**config.mk**
```make
export PLATFORM = sky130hd
export DESIGN_NAME = grg_div
export DESIGN_NICKNAME = d
export VERILOG_FILES = /design/src/hw/rtl/grg_pkg.sv /design/src/hw/rtl/grg_div.sv
export SDC_FILE = /design/constraint.sdc
export NUM_CORES = 2
export LEC_CHECK = 0
export BUFFER_PORTS_ARGS = -buffer_cell sky130_fd_sc_hd__buf_2
export CORE_MARGIN = 2
export CORE_UTILIZATION = 27
export CTS_BUF_LIST = sky130_fd_sc_hd__clkbuf_16
export DETAILED_ROUTE_END_ITERATION = 10
export PLACE_DENSITY = 0.5
export SLEW_MARGIN = 20
export SYNTH_ARGS = -nofsm -noshare
export SYNTH_HDL_FRONTEND = slang
export SYNTH_SLANG_ARGS = --single-unit
```
**constraint.sdc**
```tcl
create_clock -name aclk -period 19.1 [get_ports aclk]
set_input_delay 3.82 -clock aclk [delete_from_list [all_inputs] [get_ports aclk]]
set_output_delay 3.82 -clock aclk [all_outputs]
set_load 0.01 [all_outputs]
```
**src/hw/rtl/grg_pkg.sv**
```systemverilog
// Shared types, widths and constants for the gamma ramp generator.
// No dependencies; used by every module of the block.
package grg_pkg;

    localparam int FRAC_W  = 30;               // fraction bits of log2 and exp2 values
    localparam int IDX_W   = 12;               // entry_index width
    localparam int LEN_W   = 13;               // ramp_length width
    localparam int G_W     = 16;               // gamma_q4_12 width
    localparam int LVL_W   = 16;               // level width
    localparam int EXP_W   = 4;                // integer part of a log2 value
    localparam int LOG_W   = EXP_W + FRAC_W;   // Q4.30 log2 value
    localparam int NUM_W   = LOG_W + 13;       // (lmag << 12) + gamma/2
    localparam int Q_INT_W = 5;                // integer part of the exponent
    localparam int QUO_W   = Q_INT_W + FRAC_W; // exponent magnitude
    localparam int Q_LIMIT = 17;               // exponents at or above give zero

    localparam int LOG_LAT = FRAC_W + 1;       // normalize plus one bit a stage
    localparam int DIV_LAT = QUO_W;            // one quotient bit a stage
    localparam int EXP_LAT = FRAC_W;           // one factor a stage

    localparam logic [G_W-1:0]   G_ONE   = 16'd4096;
    localparam logic [LVL_W-1:0] LVL_MAX = 16'hFFFF;

    typedef enum logic [0:0] {
        REG_GAMMA  = 1'b0,
        REG_LENGTH = 1'b1
    } cfg_reg_t;

    // Control that travels beside the arithmetic
    typedef struct packed {
        logic             valid;
        logic             special;
        logic             oor;
        logic [LVL_W-1:0] level;
    } grg_side_t;

    // Floor square root, evaluated at elaboration only
    function automatic logic [63:0] grg_isqrt(input logic [63:0] x);
        logic [63:0] r;
        logic [63:0] t;
        r = 64'd0;
        for (int b = 31; b >= 0; b--) begin
            t = r | (64'd1 << b);
            if (t * t <= x) r = t;
        end
        return r;
    endfunction

    // Factor 2^(-2^-k) in Q.30 as repeated floor square roots of one half
    function automatic logic [FRAC_W:0] grg_fac(input int k);
        logic [63:0] f;
        f = 64'd1 << (FRAC_W - 1);
        for (int i = 0; i < k; i++) f = grg_isqrt(f << FRAC_W);
        return f[FRAC_W:0];
    endfunction

endpackage

```
**src/hw/rtl/grg_div.sv**
```systemverilog
// Pipelined restoring divider: 35-bit quotient, one bit a stage.
// Depends on grg_pkg. Numerator must be below den << QUO_W.
module grg_div
    import grg_pkg::*;
(
    input  logic             aclk,
    input  logic             en,
    input  logic [NUM_W-1:0] num,
    input  logic [G_W-1:0]   den,
    output logic [QUO_W-1:0] quo
);

    logic [G_W-1:0]   rem_reg  [DIV_LAT];
    logic [QUO_W-1:0] numl_reg [DIV_LAT];
    logic [QUO_W-1:0] quo_reg  [DIV_LAT];

    for (genvar i = 0; i < DIV_LAT; i++) begin : g_step
        logic [G_W-1:0]   rem_in;
        logic [QUO_W-1:0] numl_in;
        logic [QUO_W-1:0] quo_in;
        logic [G_W:0]     trial;

        if (i == 0) begin : g_first
            assign rem_in  = G_W'(num[NUM_W-1:QUO_W]);
            assign numl_in = num[QUO_W-1:0];
            assign quo_in  = '0;
        end else begin : g_rest
            assign rem_in  = rem_reg[i-1];
            assign numl_in = numl_reg[i-1];
            assign quo_in  = quo_reg[i-1];
        end

        assign trial = {rem_in, numl_in[QUO_W-1-i]};

        // Subtract when the divisor fits, shift in the quotient bit
        always_ff @(posedge aclk) begin
            if (en) begin
                numl_reg[i] <= numl_in;
                if (trial >= {1'b0, den}) begin
                    rem_reg[i] <= G_W'(trial - {1'b0, den});
                    quo_reg[i] <= {quo_in[QUO_W-2:0], 1'b1};
                end else begin
                    rem_reg[i] <= trial[G_W-1:0];
                    quo_reg[i] <= {quo_in[QUO_W-2:0], 1'b0};
                end
            end
        end
    end

    assign quo = quo_reg[DIV_LAT-1];

endmodule

```
Word level (Yosys, flattened, before mapping)
Memories as Yosys holds them, arrays and structs flattened.
Cells that the tools add are included.
{ "op_classes": {"n_div": 0, "n_shift": 0, "n_reduce_logical": 0, "muxes": 282, "eq_ne": 0, "order_cmp": 35, "bitwise": 70, "addsub": 35, "multipliers": 0} }
{ "ops": {"columns": ["op", "count"], "rows": [
  ["$mux W35", 35],
  ["$ge A17 B16 Y1", 34],
  ["$mux W16", 35],
  ["$sub A16 B16 Y16", 34],
  ["$mux W1", 212],
  ["$or A1 B1 Y1", 70],
  ["$ge A13 B16 Y1", 1],
  ["$sub A13 B16 Y16", 1]
]} }
{ "word_totals": {"in_bits": 65, "n_memories": 3, "romBits": 0, "word_cells": 425, "ram_bits": 3010, "latchBits": 0, "out_inout_bits": 35, "regBits": 0} }
{ "memory_table": {"columns": ["name", "depth", "word_bits", "rd", "rd_ports_with_merged_regs", "write_ports", "line_no", "source"], "rows": [
  ["numl_reg", 35, 35, 34, 0, 35, "grg_div.sv:14", "logic [QUO_W-1:0] numl_reg [DIV_LAT];"],
  ["quo_reg", 35, 35, 35, 0, 35, "grg_div.sv:15", "logic [QUO_W-1:0] quo_reg [DIV_LAT];"],
  ["rem_reg", 35, 16, 34, 0, 35, "grg_div.sv:13", "logic [G_W-1:0] rem_reg [DIV_LAT];"]
]} }

Depth between registers and ports, before layout
An unclocked memory read counts as a cell.
{ "depth": {"depth_word": 6, "ltp_mapped": 13, "depth_no_buf": 12} }

Worst setup path after synthesis
No wires, ideal clock.
{ "synth_timing": {"path_type": "input port to flip-flop", "from": "input port den[1]", "to": "memory rem_reg[31][10], data pin", "n_path_buf": 1, "required_time_ns": 18.840, "setup_time_ns": 0.260, "path_slack_ns": 10.493, "arrival_time_ns": 8.347, "path_stages": 11, "path_cell_list": "inv_1 ha_1 nor2b_1 o31a_1 o21ai_1 o21ai_0 o31ai_1 a21oi_1 a41oi_2 buf_2 mux2_2"} }
{ "synth_rtl": {"columns": ["item", "line_no", "source"], "rows": [
  ["from (decl)", "grg_div.sv:9", "input logic [G_W-1:0] den,"],
  ["to (decl)", "grg_div.sv:13", null]
]} }

==> flow_metrics.env <==
export IMPL_start_kind="input port"
export IMPL_synth_cells=6143
export IMPL_final_max_slew_viol_count=0
export IMPL_setup_ws_ns=11.13
export IMPL_slew_headroom_pct=30.1
export IMPL_synthArstFlopShare_pct=0
export IMPL_yosys_area_top_type="edfxtp_1"
export IMPL_whs_ns=0.342
export IMPL_clk_latency_ns=0.88
export IMPL_ctsResizeCount=0
export IMPL_netlist_area_um2=84400
export IMPL_maxCapViolCount=0
export IMPL_drt_wl_total_um=180000
export IMPL_core_um2=312000
export IMPL_p_leak_nw=35.1
export IMPL_endpoint_kind="register"
export IMPL_rows=205
export IMPL_die_y_um=563
export IMPL_synth_edf_count=1768
export IMPL_final_nets=7037
export IMPL_cts_tree="built"
export IMPL_dieArea_um2=317000
export IMPL_wl_per_cell_um=16.8
export IMPL_rsz0062_at_grt="no"
export IMPL_grt_usage_pct=11.1
export IMPL_viasPerCell=4.63
export IMPL_grt_pass1_wl_um=281000
export IMPL_cp_max_fo=94
export IMPL_p_int_mw=10.1
export IMPL_io_pins=100
export IMPL_post_cts_repair_setup_buffers=0
export IMPL_tightest_slew_ns=1.05
export IMPL_routed_wl_met2_um=82000
export IMPL_synth_nets=6799
export IMPL_final_setup_tns_ns=0
export IMPL_ir_drop_mv=0.0959
export IMPL_place_congestion=0.854
export IMPL_port_buffers=99
export IMPL_antenna_violating_nets_post_route=0
export IMPL_comb_power_share_pct=35.2
export IMPL_switching_share_pct=32.4
export IMPL_route_met3_wl_um=8650
export IMPL_synth_main_ff_cell="edfxtp_1"
export IMPL_grt_pass1_vias=48932
export IMPL_drc=0
export IMPL_yosys_warnings=0
export IMPL_sequentialPowerShare_pct=38.9
export IMPL_root_buffer="clkbuf_16"
export IMPL_initialDrtViolationCount=3489
export IMPL_yosys_top_cells_area="edfxtp_1, ha_1, mux2_2"
export IMPL_hold_viol_final=0
export IMPL_period_share_pct=41.7
export IMPL_worstPathArrival_ns=8.39
export IMPL_path_clk_slew_ns=0.06
export IMPL_power_total_mw=15.0
export IMPL_largest_reg_flops=630
export IMPL_cts_sinks=1769
export IMPL_ys_types=76
export IMPL_fin_skew_ns=0.0811
export IMPL_overflow=0
export IMPL_grt_max_degree=154
export IMPL_vias=49472
export IMPL_p_sw_mw=4.85
export IMPL_numCtsBuffers=203
export IMPL_drtPass1Iterations=5
export IMPL_clockBufferDepth=4
export IMPL_syn_avg_cell_area_um2=13.7
export IMPL_required_ns=19.51
export IMPL_cts_hold_buf=0
export IMPL_dieWidth_um=563
export IMPL_drive_gt1_share_pct=13.0
export IMPL_initial_core_util_pct=27.1
export IMPL_cellPowerDensity_nw_per_um2=155
export IMPL_htree_levels=4
export IMPL_p_clk_share_pct=25.9
export IMPL_setup_violations=0
export IMPL_wl_met1_um=83800
export IMPL_period_minus_slack_ns=7.97
export IMPL_yosysSeqAreaShare_pct=62.9
export IMPL_syn_to_final_growth_pct=14.7
export IMPL_max_freq_mhz=125
export IMPL_synth_top_cell_area_share_pct=62.9
export IMPL_dp_slack_ns=10.14
export IMPL_ys_ff_latch=1769
export IMPL_final_util_pct=31.1
export IMPL_hp_class="reg -> reg"
export IMPL_status="complete, no violations"
export IMPL_dp_hpwl_um=118000
export IMPL_grt_antenna_before_repair=12
export IMPL_topRoutingLayerUsed="met4"
export IMPL_worstSetupPathType="in -> reg"
[critical path, stage by stage]
cell    delay, ns
buf_12       0.30
buf_4        0.65
buf_4        0.75
buf_4        0.74
buf_4        0.83
buf_4        0.89
[path summary, 6_finish.rpt]
kind	startpoint	end	slack, ns	depth (start not counted)
worst min register to register	quo_reg[14][11]	quo_reg[15][12]	0.34	0
worst min-delay path	quo_reg[14][11]	quo_reg[15][12]	0.34	0
worst max-delay path	en	quo_reg[33][6]	11.13	6
worst max register to register	rem_reg[0][0]	rem_reg[1][2]	15.27	9
[power groups by stage]
stage	logic [mW]	registers (mW)	clock network [mW]
3_3_place_gp	5.11	5.94	0
6_report	5.27	5.84	3.88
5_1_grt	5.94	5.92	4.19
4_1_cts	5.26	5.85	4.04
3_5_place_dp	5.21	5.92	0
2_1_floorplan	4.20	5.68	0
[placed cells by master, fill, tap and decap left out, types with 18 or more instances in the layout]
master	count
a21oi_1	374
fa_1	34
a21boi_0	34
mux2_2	305
a2111oi_0	18
buf_4	61
nor2b_1	62
buf_2	98
nand2b_1	37
nor2_1	358
xnor2_1	251
o31ai_1	36
o21bai_1	54
a31oi_1	23
nor3_1	104
bufinv_16	26
o211ai_1	27
o21ai_0	389
and4_1	20
edfxtp_1	1768
clkinv_2	38
clkbuf_16	204
nand2_1	346
or3_1	49
mux2i_1	33
clkinv_1	35
o21a_1	66
and3_1	32
a31o_2	32
and2_1	46
inv_1	279
a211oi_1	48
nand3_1	94
ha_1	557
a21o_1	138
nand4_1	72
xor2_1	128
[synth_stat cells (all sizes together) (13+ instances only)]
cell type and number:
a2111oi 20, a211oi 48, a21boi 34, a21o 138, a21oi 388, a221oi 16, a22o 13, a31o 32
a31oi 23, a41oi 13, and2 47, and3 32, and4 20, buf 19, clkbuf 111, edfxtp 1768
fa 34, ha 557, inv 250, mux2 311, mux2i 33, nand2 346, nand2b 37, nand3 94
nand4 72, nor2 358, nor2b 62, nor3 104, o211ai 27, o21a 66, o21ai 397, o21bai 56
o31a 13, o31ai 36, o41ai 14, or2 16, or3 49, xnor2 251, xor2 128
[cells by family after synthesis]
kind of cell,synth area share (%)
AOI/OAI and AO/OA,10.7
xor gates and xnor gates,3.93
adders and majority gates,9.06
buffers and inverters,1.74
DFF,62.9
muxes,4.54
and+or+nand+nor,7.09
[final cells by class]
| cell class | count | area, um2 |
|---|---|---|
| Clock inverter | 163 | 1540 |
| Fill cell | 30768 | 215000 |
| Multi-Input combinational cell | 3994 | 29900 |
| Inverter | 250 | 940 |
| Timing Repair Buffer | 163 | 1030 |
| Tap cell | 4140 | 5180 |
| Sequential cell | 1769 | 53100 |
| Clock buffer | 204 | 5100 |
| Antenna cell | 4 | 10.0 |
[routing by layer]
| metal | global-route usage (%) | up-vias |
|---|---|---|
| met5 | 0 | - |
| met4 | 3.44 | 0 |
| met3 | 1.71 | 315 |
| met2 | 18.0 | 1004 |
| met1 | 15.2 | 24072 |
| li1 | - | 24081 |
[per-stage QoR]
step                cells  cell area (um2)
floorplan            6143            84400
global placement    10315            90100
detailed placement  10315            90100
CTS                 10682            96800
global route        10685            96800
finish              10687            96900
Note: power is estimated with default switching activity, not from simulation.
